`src/hw/rtl/prks_pkg.sv`:
```
`timescale 1ns / 1ps

package prks_pkg;

    localparam int MAX_KEY_BYTES_DEF = 16;
    localparam int POS_W             = 12;
    localparam int SIZE_W            = 40;
    localparam int KSZ_W             = 5;
    localparam int CFG_IDX_W         = 2;
    localparam int CFG_DATA_W        = 64;
    localparam int SIZE_FIELD_BYTES  = 5;

    // configuration register indexes
    localparam logic [CFG_IDX_W-1:0] REG_KEY_HIGH = 2'd0;
    localparam logic [CFG_IDX_W-1:0] REG_KEY_LOW  = 2'd1;
    localparam logic [CFG_IDX_W-1:0] REG_CKEY_SZ  = 2'd2;
    localparam logic [CFG_IDX_W-1:0] REG_EKEY_SZ  = 2'd3;

    typedef enum logic [2:0] {
        PH_COUNT = 3'd0,
        PH_SIZE  = 3'd1,
        PH_CKEY  = 3'd2,
        PH_EKEY  = 3'd3,
        PH_DONE  = 3'd4
    } phase_t;

    typedef enum logic [1:0] {
        KIND_FOUND = 2'd0,
        KIND_KEY   = 2'd1,
        KIND_MISS  = 2'd2
    } kind_t;

    typedef struct packed {
        logic [63:0]      key_high;
        logic [63:0]      key_low;
        logic [KSZ_W-1:0] ckey_size;
        logic [KSZ_W-1:0] ekey_size;
    } cfg_t;

    typedef struct packed {
        kind_t             kind;
        logic [7:0]        count;
        logic [SIZE_W-1:0] size;
        logic [7:0]        key_byte;
        logic              last;
    } result_t;

endpackage

```
`src/hw/rtl/page_record_key_scan_unit.sv`:
```
`timescale 1ns / 1ps
// Channel   Direction  Handshake              Payload
// in        request    in_valid / in_ready    page_byte, page_end
// out       result     out_valid / out_ready  result_kind, key_count, decoded_size,
//                                             key_byte, run_last
// cfg       write      cfg_valid / cfg_ready  cfg_index, cfg_data
//
// One page byte per cycle; a request's result appears in the cycle after acceptance.
// The rate is set by the single result register: in_ready drops only while that
// register holds a result that out_ready does not take.
// Reset clears the record parser to the count phase and loads key sizes of 16.
// cfg_ready is always high.

module page_record_key_scan_unit
    import prks_pkg::*;
#(
    parameter int MAX_KEY_BYTES = MAX_KEY_BYTES_DEF
)
(
    input  logic                  clk,
    input  logic                  rst_n,
    input  logic                  in_valid,
    output logic                  in_ready,
    input  logic [7:0]            page_byte,
    input  logic                  page_end,
    output logic                  out_valid,
    input  logic                  out_ready,
    output logic [1:0]            result_kind,
    output logic [7:0]            key_count,
    output logic [SIZE_W-1:0]     decoded_size,
    output logic [7:0]            key_byte,
    output logic                  run_last,
    input  logic                  cfg_valid,
    output logic                  cfg_ready,
    input  logic [CFG_IDX_W-1:0]  cfg_index,
    input  logic [CFG_DATA_W-1:0] cfg_data
);

    cfg_t    cfg;
    logic    take;
    logic    res_valid;
    result_t res;
    result_t out_res;
    logic    slot_free;

    assign in_ready = slot_free;
    assign take     = in_valid && in_ready;

    prks_cfg u_cfg (
        .clk       (clk),
        .rst_n     (rst_n),
        .cfg_valid (cfg_valid),
        .cfg_ready (cfg_ready),
        .cfg_index (cfg_index),
        .cfg_data  (cfg_data),
        .cfg       (cfg)
    );

    prks_parser #(
        .MAX_KEY_BYTES (MAX_KEY_BYTES)
    ) u_parser (
        .clk       (clk),
        .rst_n     (rst_n),
        .take      (take),
        .page_byte (page_byte),
        .page_end  (page_end),
        .cfg       (cfg),
        .res_valid (res_valid),
        .res       (res)
    );

    prks_out_reg u_out (
        .clk       (clk),
        .rst_n     (rst_n),
        .load      (take && res_valid),
        .res       (res),
        .out_ready (out_ready),
        .out_valid (out_valid),
        .slot_free (slot_free),
        .out_res   (out_res)
    );

    assign result_kind  = out_res.kind;
    assign key_count    = out_res.count;
    assign decoded_size = out_res.size;
    assign key_byte     = out_res.key_byte;
    assign run_last     = out_res.last;

    a_stall_blocks_input: assert property (@(posedge clk) disable iff (!rst_n)
        (out_valid && !out_ready) |-> !in_ready)
        else $error("input taken while result stalled");

    a_header_fields_only: assert property (@(posedge clk) disable iff (!rst_n)
        (out_valid && result_kind != KIND_FOUND) |-> (key_count == '0 && decoded_size == '0))
        else $error("header fields set on non-header result");

    a_miss_is_last: assert property (@(posedge clk) disable iff (!rst_n)
        (out_valid && result_kind == KIND_MISS) |-> run_last)
        else $error("not-found result without run_last");

endmodule

```
`src/hw/rtl/prks_cfg.sv`:
```
`timescale 1ns / 1ps

module prks_cfg
    import prks_pkg::*;
(
    input  logic                  clk,
    input  logic                  rst_n,
    input  logic                  cfg_valid,
    output logic                  cfg_ready,
    input  logic [CFG_IDX_W-1:0]  cfg_index,
    input  logic [CFG_DATA_W-1:0] cfg_data,
    output cfg_t                  cfg
);

    cfg_t cfg_reg;

    assign cfg_ready = 1'b1;
    assign cfg       = cfg_reg;

    always_ff @(posedge clk or negedge rst_n)
    begin
        if (!rst_n)
        begin
            cfg_reg.key_high  <= '0;
            cfg_reg.key_low   <= '0;
            cfg_reg.ckey_size <= KSZ_W'(16);
            cfg_reg.ekey_size <= KSZ_W'(16);
        end
        else if (cfg_valid)
        begin
            case (cfg_index)
                REG_KEY_HIGH: cfg_reg.key_high  <= cfg_data;
                REG_KEY_LOW:  cfg_reg.key_low   <= cfg_data;
                REG_CKEY_SZ:  cfg_reg.ckey_size <= cfg_data[KSZ_W-1:0];
                REG_EKEY_SZ:  cfg_reg.ekey_size <= cfg_data[KSZ_W-1:0];
                default:      cfg_reg <= cfg_reg;
            endcase
        end
    end

endmodule

```
`src/hw/rtl/prks_parser.sv`:
```
`timescale 1ns / 1ps

module prks_parser
    import prks_pkg::*;
#(
    parameter int MAX_KEY_BYTES = MAX_KEY_BYTES_DEF
)
(
    input  logic       clk,
    input  logic       rst_n,
    input  logic       take,
    input  logic [7:0] page_byte,
    input  logic       page_end,
    input  cfg_t       cfg,
    output logic       res_valid,
    output result_t    res
);

    localparam logic [KSZ_W-1:0] MAX_SZ = KSZ_W'(MAX_KEY_BYTES);

    phase_t            phase_reg, phase_next;
    logic [POS_W-1:0]  pos_reg, pos_next;
    logic [7:0]        cnt_reg, cnt_next;
    logic [SIZE_W-1:0] acc_reg, acc_next;
    logic              eq_reg, eq_next;
    logic              found_reg, found_next;

    logic [KSZ_W-1:0]  csz, esz;
    logic [127:0]      key128;
    logic [3:0]        tidx;
    logic [7:0]        tbyte;
    logic              eq_now;
    logic [POS_W:0]    pos_inc;
    logic [POS_W:0]    total;
    logic              ekey_last;

    // clamp size registers into 1..MAX_KEY_BYTES
    assign csz = (cfg.ckey_size == '0) ? KSZ_W'(1) :
                 (cfg.ckey_size > MAX_SZ) ? MAX_SZ : cfg.ckey_size;
    assign esz = (cfg.ekey_size == '0) ? KSZ_W'(1) :
                 (cfg.ekey_size > MAX_SZ) ? MAX_SZ : cfg.ekey_size;

    assign key128    = {cfg.key_high, cfg.key_low};
    assign tidx      = 4'd15 - pos_reg[3:0];
    assign tbyte     = key128[{tidx, 3'b000} +: 8];
    assign eq_now    = eq_reg && (page_byte == tbyte);
    assign pos_inc   = {1'b0, pos_reg} + (POS_W+1)'(1);
    assign total     = (POS_W+1)'(cnt_reg * esz);
    assign ekey_last = pos_inc >= total;

    always_ff @(posedge clk or negedge rst_n)
    begin
        if (!rst_n)
        begin
            phase_reg <= PH_COUNT;
            pos_reg   <= '0;
            cnt_reg   <= '0;
            acc_reg   <= '0;
            eq_reg    <= 1'b1;
            found_reg <= 1'b0;
        end
        else if (take)
        begin
            phase_reg <= phase_next;
            pos_reg   <= pos_next;
            cnt_reg   <= cnt_next;
            acc_reg   <= acc_next;
            eq_reg    <= eq_next;
            found_reg <= found_next;
        end
    end

    always_comb
    begin
        phase_next = phase_reg;
        pos_next   = pos_reg;
        cnt_next   = cnt_reg;
        acc_next   = acc_reg;
        eq_next    = eq_reg;
        found_next = found_reg;
        res_valid  = 1'b0;
        res        = '0;

        case (phase_reg)
            PH_COUNT:
            begin
                cnt_next   = page_byte;
                acc_next   = '0;
                pos_next   = '0;
                eq_next    = 1'b1;
                phase_next = PH_SIZE;
            end
            PH_SIZE:
            begin
                acc_next = {acc_reg[SIZE_W-9:0], page_byte};
                if (pos_inc >= (POS_W+1)'(SIZE_FIELD_BYTES))
                begin
                    pos_next   = '0;
                    phase_next = PH_CKEY;
                end
                else
                    pos_next = pos_inc[POS_W-1:0];
            end
            PH_CKEY:
            begin
                eq_next  = eq_now;
                pos_next = pos_inc[POS_W-1:0];
                if (pos_inc >= (POS_W+1)'(csz))
                begin
                    pos_next = '0;
                    if (eq_now)
                    begin
                        found_next = 1'b1;
                        res.kind   = KIND_FOUND;
                        res.count  = cnt_reg;
                        res.size   = acc_reg;
                        if (cnt_reg == '0)
                        begin
                            res.last   = 1'b1;
                            res_valid  = 1'b1;
                            phase_next = PH_DONE;
                        end
                        else
                        begin
                            // if the page ends here there is no room for the keys: the end-of-page miss takes over
                            res_valid  = !page_end;
                            phase_next = PH_EKEY;
                        end
                    end
                    else
                        phase_next = (cnt_reg == '0) ? PH_COUNT : PH_EKEY;
                end
            end
            PH_EKEY:
            begin
                pos_next = pos_inc[POS_W-1:0];
                if (found_reg)
                begin
                    res_valid = 1'b1;
                    if (page_end && !ekey_last)
                    begin
                        res.kind = KIND_MISS;
                        res.last = 1'b1;
                    end
                    else
                    begin
                        res.kind     = KIND_KEY;
                        res.key_byte = page_byte;
                        res.last     = ekey_last;
                    end
                    if (ekey_last)
                        phase_next = PH_DONE;
                end
                else if (ekey_last)
                begin
                    pos_next   = '0;
                    phase_next = PH_COUNT;
                end
            end
            PH_DONE:
            begin
                phase_next = PH_DONE;
            end
            default:
            begin
                phase_next = PH_COUNT;
            end
        endcase

        if (page_end)
        begin
            if (!res_valid && phase_reg != PH_DONE)
            begin
                res_valid = 1'b1;
                res       = '0;
                res.kind  = KIND_MISS;
                res.last  = 1'b1;
            end
            phase_next = PH_COUNT;
            pos_next   = '0;
            cnt_next   = '0;
            acc_next   = '0;
            eq_next    = 1'b1;
            found_next = 1'b0;
        end
    end

    a_done_needs_match: assert property (@(posedge clk) disable iff (!rst_n)
        phase_reg == PH_DONE |-> found_reg)
        else $error("done phase without a match");

    a_ekey_nonzero_count: assert property (@(posedge clk) disable iff (!rst_n)
        phase_reg == PH_EKEY |-> cnt_reg != '0)
        else $error("key phase entered with zero key count");

endmodule

```
`src/hw/rtl/prks_out_reg.sv`:
```
`timescale 1ns / 1ps

module prks_out_reg
    import prks_pkg::*;
(
    input  logic    clk,
    input  logic    rst_n,
    input  logic    load,
    input  result_t res,
    input  logic    out_ready,
    output logic    out_valid,
    output logic    slot_free,
    output result_t out_res
);

    logic    valid_reg;
    result_t data_reg;

    assign out_valid = valid_reg;
    assign out_res   = data_reg;
    assign slot_free = !valid_reg || out_ready;

    always_ff @(posedge clk or negedge rst_n)
    begin
        if (!rst_n)
            valid_reg <= 1'b0;
        else if (load)
            valid_reg <= 1'b1;
        else if (out_ready)
            valid_reg <= 1'b0;
    end

    always_ff @(posedge clk)
    begin
        if (load)
            data_reg <= res;
    end

endmodule
```
`config.mk`:
```
export PLATFORM = sky130hd
export DESIGN_NAME = page_record_key_scan_unit
export DESIGN_NICKNAME = d
export VERILOG_FILES = /design/src/hw/rtl/prks_pkg.sv /design/src/hw/rtl/page_record_key_scan_unit.sv /design/src/hw/rtl/prks_cfg.sv /design/src/hw/rtl/prks_parser.sv /design/src/hw/rtl/prks_out_reg.sv
export SDC_FILE = /design/constraint.sdc
export NUM_CORES = 1
export LEC_CHECK = 0
export BUFFER_PORTS_ARGS = -buffer_cell sky130_fd_sc_hd__buf_2
export CAP_MARGIN = 20
export CORE_UTILIZATION = 54
export CTS_CLUSTER_DIAMETER = 50
export DETAILED_ROUTE_END_ITERATION = 8
export PLACE_DENSITY_LB_ADDON = 0.25
export SLEW_MARGIN = 20
export SYNTH_ARGS = -nofsm -noshare
export SYNTH_HDL_FRONTEND = slang
export SYNTH_SLANG_ARGS = --single-unit
```
`constraint.sdc`:
```
create_clock -name clk -period 5.3 [get_ports clk]
set_input_delay 0.53 -clock clk [delete_from_list [all_inputs] [get_ports clk]]
set_output_delay 0.53 -clock clk [all_outputs]
set_load 0.01 [all_outputs]
```
# --- After elaboration in Yosys (flattened, before gate mapping) ---
# Cells that the tools add are included.
word_totals:
  in_bits: 80
  wordCells: 125
  reg_bits: 263
  output_inout_bits: 62
classes:
  eq_ne: 12
  n_mul: 1
  muxes: 55
  magnitude_cmp: 5
  shift: 1
  addsub: 2
  n_reduce_logical: 33
op_table:
  columns: ["cell", "count"]
  rows:
  - ["128-bit by 8-bit indexed part select with 8-bit output", 1]
  - ["59-bit two-way mux", 2]
  - ["48-bit two-way mux", 2]
  - ["40-bit one-hot mux with 2 select lines", 1]
  - ["12-bit two-way mux", 5]
  - ["50-bit two-way mux", 1]
  - ["12-bit one-hot mux with 4 select lines", 1]
  - ["40-bit two-way mux", 1]
  - ["8-bit two-way mux", 4]
  - ["3-bit two-way mux", 8]
  - ["5-bit two-way mux", 4]
  - ["1-bit two-way mux", 17]
  - ["2-bit AND reduction", 8]
  - ["3-bit one-hot mux with 5 select lines", 1]
  - ["12-bit by 1-bit adder with 13-bit output, second input constant", 1]
  - ["13-bit greater-or-equal comparator", 1]
  - ["13-bit by 3-bit greater-or-equal comparator with 1-bit output, second input constant", 1]
  - ["13-bit by 5-bit greater-or-equal comparator with 1-bit output", 1]
  - ["8-bit by 5-bit multiplier with 13-bit output", 1]
  - ["5-bit greater-than comparator, second input constant", 2]
  - ["5-bit logical NOT", 2]
  - ["2-bit nonzero test", 5]
  - ["9-bit two-way mux", 1]
  - ["3-bit by 2-bit != test with 1-bit output, second input constant", 3]
  - ["other kinds (20)", 35]

# --- Depth between registers and ports, before layout ---
logic_depth:
  ltp_word: 13
  ltp_mapped: 25
  ltp_nobuf: 24

# --- Hierarchy ---
# A second synthesis with hierarchy kept.
hier_totals:
  hier_cells: 1009
  hier_area_um2: 13645.6
modules_own_cells:
  columns: ["module", "area_each_um2", "instances", "cells_each"]
  rows:
  - ["prks_parser", 6234.7, 1, 649]
  - ["prks_cfg", 5579.1, 1, 296]
  - ["prks_out_reg", 1819.2, 1, 62]
  - ["page_record_key_scan_unit", 12.5, 1, 2]

# --- Least setup slack after synthesis ---
# OpenSTA, ideal clock, no wires.
synth_timing:
  kind: "reg-to-reg"
  start: "reg u_cfg.cfg_reg, in the netlist u_cfg.cfg[4]"
  end: "reg u_parser.pos_reg[7]"
  t_required_ps: 5205
  stages_incl_launch_ff: 25
  arrival_ps: 5611
  path_slack_ps: -406
  path_buffers: 1
  cell_sequence: "dfstp_2 clkbuf_1 nor2b_1 nand2_1 fa_1 fa_1 fa_1 inv_1 ha_1 a21o_1 a21oi_1 o21bai_1 a21oi_1 o21ai_0 a21o_1 a21oi_1 xor2_1 ha_1 nand4_1 nor3_1 a221o_1 o31ai_1 o2111ai_1 o21a_1 o31ai_1"
synth_between:
  elab_chain_len: 9
  word_cells_on_any_way: 10
  classes_between: "1 x mul; 2 x order compare; 6 x mux; 1 x reduce/logical"
synth_lines:
  columns: ["item", "line", "rtl"]
  rows:
  - ["start, declared", "prks_cfg.sv:15", "cfg_t cfg_reg;"]
  - ["start signal, assigned", "prks_cfg.sv:36", "default: cfg_reg <= cfg_reg;"]
  - ["5-bit greater-than comparator", "prks_parser.sv:41", "(cfg.ekey_size > MAX_SZ) ? MAX_SZ : cfg.ekey_size;"]
  - ["5-bit two-way mux", "prks_parser.sv:41", null]
  - ["5-bit two-way mux (*)", "prks_parser.sv:40", "assign esz = (cfg.ekey_size == '0) ? KSZ_W'(1) :"]
  - ["8-bit by 5-bit multiplier with 13-bit output (*)", "prks_parser.sv:48", "assign total = (POS_W+1)'(cnt_reg * esz);"]
  - ["13-bit greater-or-equal comparator (*)", "prks_parser.sv:49", "assign ekey_last = pos_inc >= total;"]
  - ["12-bit two-way mux (*)", "prks_parser.sv:154", "else if (ekey_last)"]
  - ["12-bit two-way mux (*)", "prks_parser.sv:137", "if (found_reg)"]
  - ["12-bit one-hot mux with 4 select lines (*)", "prks_parser.sv:84", "case (phase_reg)"]
  - ["12-bit two-way mux (*)", "prks_parser.sv:170", "if (page_end)"]
  - ["end signal, assigned", "prks_parser.sv:65", "pos_reg <= pos_next;"]
  - ["end, declared", "prks_parser.sv:22", "logic [POS_W-1:0] pos_reg, pos_next;"]
# Every way passes the cells marked *; elsewhere a longest branch is shown, timed or not.
# A chain may end at the register's enable or synchronous reset.

# --- Worst setup path in the final report ---
# Same ends and word-level chain as after synthesis.

==> summary.txt <==
Run status
  • Status: complete, but fails checks
  • Failing checks: negative setup slack

Yosys
  • Post-Synth Adder-Cell Area: 6.42%
  • Synth Area in XOR/XNOR: 1.35%
  • Mapped Area: 13,600 um^2
  • Syn Area/Cell: 13.2 um^2
  • Main synth FF type: dfrtp_1
  • Yosys warnings: 0
  • Register area share after synthesis: 50.6%
  • Post-synthesis async set-or-reset flop share: 77.6%
  • Largest family of logic cells by synthesized area: multiplexers
  • Compound-Gate Fraction of Synth Area: 8.66%
  • Post-synth EDFFs: 59
  • Syn nets: 1,173
  • #FFs+latches synth: 263
  • Post-synthesis mux area share: 17.5%
  • Post-synthesis cell type count: 69
  • Post-Syn Instances: 1,034
  • Synth Area in Simple Gates: 12.2%

Critical path
  • Arrival @ worst endpoint: 5810 ps
  • CP Max Fanout: 7
  • Crit start category: flip-flop
  • Reg-to-reg endpoint: u_parser.pos_reg[7]
  • Critical Path Max Stage Delay: 560 ps
  • CP Capture Type: flip-flop
  • Crit path buf inv count: 6
  • Crit path max-delay family: adder cells
  • Worst r2r path cells: 24
  • Setup slack on the worst flop-to-flop path: -80 ps
  • Reg2Reg Launch Point: u_cfg.cfg[4]
  • Critical path type: flip-flop to flip-flop
  • Req. time, crit path: 5730 ps
  • CP Cell Sequence: buf_12 -> nor2b_4 -> and2_1 -> fa_1 -> fa_1 -> inv_1 -> fa_1 -> inv_1 -> ha_4 -> inv_1 -> o21bai_1 -> a21oi_2 -> buf_4 -> xor2_1 -> ha_1 -> and3_1 -> nand3_1 -> a31o_2 -> a31oi_2 -> o31ai_4 -> o2111ai_2 -> buf_4 -> a2bb2oi_1 -> o31ai_1
  • Slowest CP cell: dfstp_2

Global routing
  • Initial antenna violation count: 5
  • Total Routing Usage GR: 23.8%
  • Grt ovf: 0
  • Global-route wire length before repair: 49.3 mm
  • Largest net degree at the start of global routing: 122
  • Vias in the first global route: 9,227

STA
  • Fmax: 186 MHz
  • Fin crit share: 102%
  • Setup violations, final: 6
  • Fin crit period: 5380 ps
  • RSZ-0062 raised after global routing: yes
  • Worst-Margin Slew: 958 ps
  • Final Max Tran Viols: 0
  • Worst Slack Setup Final: -84.7 ps
  • Fin. Hold Viols: 0
  • Setup Skew: 9.60 ps
  • Slew HR: 36.1%

CTS
  • H-tree depth: 1
  • Worst-skew pair later-pin latency: 560 ps
  • Num CTS Buffers: 31
  • Clock Sink Count: 263
  • Root Buffer Master: clkbuf_16
  • Maximum clock path buffer count: 3
  • Clock slew at reported path FFs: 60 ps
  • CTS tree: built

Die
  • Die W: 161 um
  • I/O pin count: 142
  • Die Y: 161 um
  • Row count: 57
  • Core area: 24,500 um^2
  • Area of the die: 25,800 um^2
  • Initial Utilization: 55.5%

Final layout
  • Final net count: 1,329
  • Max FFs per register: 138
  • Final cell utilization of the core: 65.3%
  • Share of layout cells above drive strength 1: 38.6%
  • Fill cells: 1,839
  • Post-route non-filler standard cell count: 1,540
  • P&R area growth vs syn: 17.7%

Detailed routing
  • Wirelength, routed: 29.4 mm
  • Drt drc: 0
  • Vias: 8,984
  • DRT antenna net count: 0
  • Drt first pass iters: 5
  • DR iter-0 viols: 550
  • Vias/cell: 5.83
  • Wirelength per Cell: 19.1 um

Placement
  • Routability cong.: 0.932
  • PortBufs: 140
  • Placed cells: 1,477
  • Pre-CTS setup slack: -195 ps
  • Detail Placement HPWL: 20.0 mm

Hold path
  • Worst Hold Class: primary input to asynchronous set/reset pin

Power and ir drop
  • Leak Pwr: 6.79 nW
  • IR drop worst, VDD: 0.297 mV
  • Power per cell area: 395 nW/um^2

Job
  • Max-capacitance violation count: 0
## layer usage
| layer | share of wire [%] | global-route usage (%) |
|---|---|---|
| met1 | 44 | 33.0 |
| met2 | 48 | 38.9 |
| met3 | 5.8 | 4.42 |
| met4 | 2.1 | 5.83 |
| met5 | 0.12 | 0 |
## kinds of logic after synthesis
kind of cell    after synthesis
flops                       263
xor+xnor                     21
buf+inv                      97
other cells                   1
simple gates                245
fa+ha+maj                    59
mux                         194
compound gates              154
## where the power goes
group | switching (mW) | leakage, nW | internal, mW
combinational | 0.845 | 3.17 | 0.760
clock | 0.851 | 0.521 | 1.35
sequential | 0.183 | 3.10 | 2.33
## through the flow
step           TNS (ps)  power [mW]  hold WS [ps]  cell area (um^2)
6_report           -218        6.32           120             16000
4_1_cts            -881        6.35           153             16000
3_5_place_dp      -2560        4.11           486             14800
2_1_floorplan     -11.8        3.62           234             13700
3_3_place_gp      -78.2        4.06           478             14800
5_1_grt           -6540        6.65           195             16000
## area by class of cell
class | count | area (um^2) | share of cell area (%)
multi-input combinational | 675 | 6470 | 40.4
tap | 324 | 405 | 2.53
antenna | 2 | 5.00 | 0.0312
sequential | 263 | 6880 | 43.0
timing repair buffer | 180 | 1030 | 6.46
inverter | 39 | 146 | 0.914
clock inverter | 20 | 262 | 1.63
clock buffer | 37 | 818 | 5.11
## worst reg2reg max path, cell delays in order (launching register included)
cell and delay [ps]:
dfstp_2 560, buf_12 130, nor2b_4 50, and2_1 160, fa_1 460, fa_1 490, inv_1 40, fa_1 470
inv_1 60, ha_4 270, inv_1 40, o21bai_1 190, a21oi_2 90, buf_4 140, xor2_1 150, ha_1 300
and3_1 160, nand3_1 130, a31o_2 250, a31oi_2 270, o31ai_4 110, o2111ai_2 270, buf_4 200, a2bb2oi_1 180
o31ai_1 90
## cells in the mapped netlist, types with 8 or more instances
library cell  count  area share [%]
fa_1             18             2.6
mux2i_1          33             2.4
a21oi_1          15            0.55
nor3_1           14            0.51
a22oi_1           9            0.50
and2_1           40             1.8
nand3_1          17            0.63
ha_1             41             3.8
nor2_1           27            0.74
inv_1            39             1.1
o21ai_0          19            0.70
dfrtp_1         201              37
nand2_1          45             1.2
nor3b_2          48             4.4
a22o_1           51             3.3
mux4_2           12             2.0
clkbuf_1         40             1.1
edfxtp_1         59              13
xnor2_1          11            0.71
xor2_1           10            0.64
mux2_2          142              12
nor4_1            8            0.37
## cell usage in the layout (no fill, tap or decap), types with 5 or more instances in the layout
cell type	instances
dfrtp_1	200
mux2_2	142
buf_2	139
edfxtp_1	59
a22o_1	51
nor3b_2	49
nand2_1	43
and2_1	40
ha_1	39
inv_1	38
buf_4	38
mux2i_1	33
clkbuf_16	31
nor2_1	26
fa_1	18
nand3_1	17
nor3_1	14
mux4_2	12
xnor2_1	11
o21ai_0	11
a21oi_1	10
xor2_1	10
a22oi_1	9
a21o_1	7
o21ai_1	7
nand4_1	7
mux4_1	7
nand3b_1	7
nand2b_1	6
nor2b_1	5
or3_1	5
nor4_1	5
o21ai_2	5
a211oi_1	5
a221oi_1	5
bufinv_16	5
## how the worst max path moves through the flow
stage                       startpoint                  end  slack, ps  cells after the start
after CTS                 u_cfg.cfg[4]  u_parser.pos_reg[7]       -130                     23
after detailed placement  u_cfg.cfg[4]  u_parser.pos_reg[7]       -200                     23
after global routing      u_cfg.cfg[4]  u_parser.pos_reg[7]       -350                     23
after floorplan           u_cfg.cfg[4]  u_parser.pos_reg[7]        -10                     23
after global placement    u_cfg.cfg[4]  u_parser.pos_reg[7]        -50                     23
final                     u_cfg.cfg[4]  u_parser.pos_reg[7]        -80                     24
## repair_timing
item                                   in CTS  in global routing
setup buffers                               2                  1
endpoints found under the hold margin       0                  0
resized for setup                          10                 17
setup endpoints to repair                  25                 26
hold buffers                                0                  0
pin swaps                                   2                  5
gates cloned                                0                  1
Note: power is estimated with default switching activity, not from simulation.
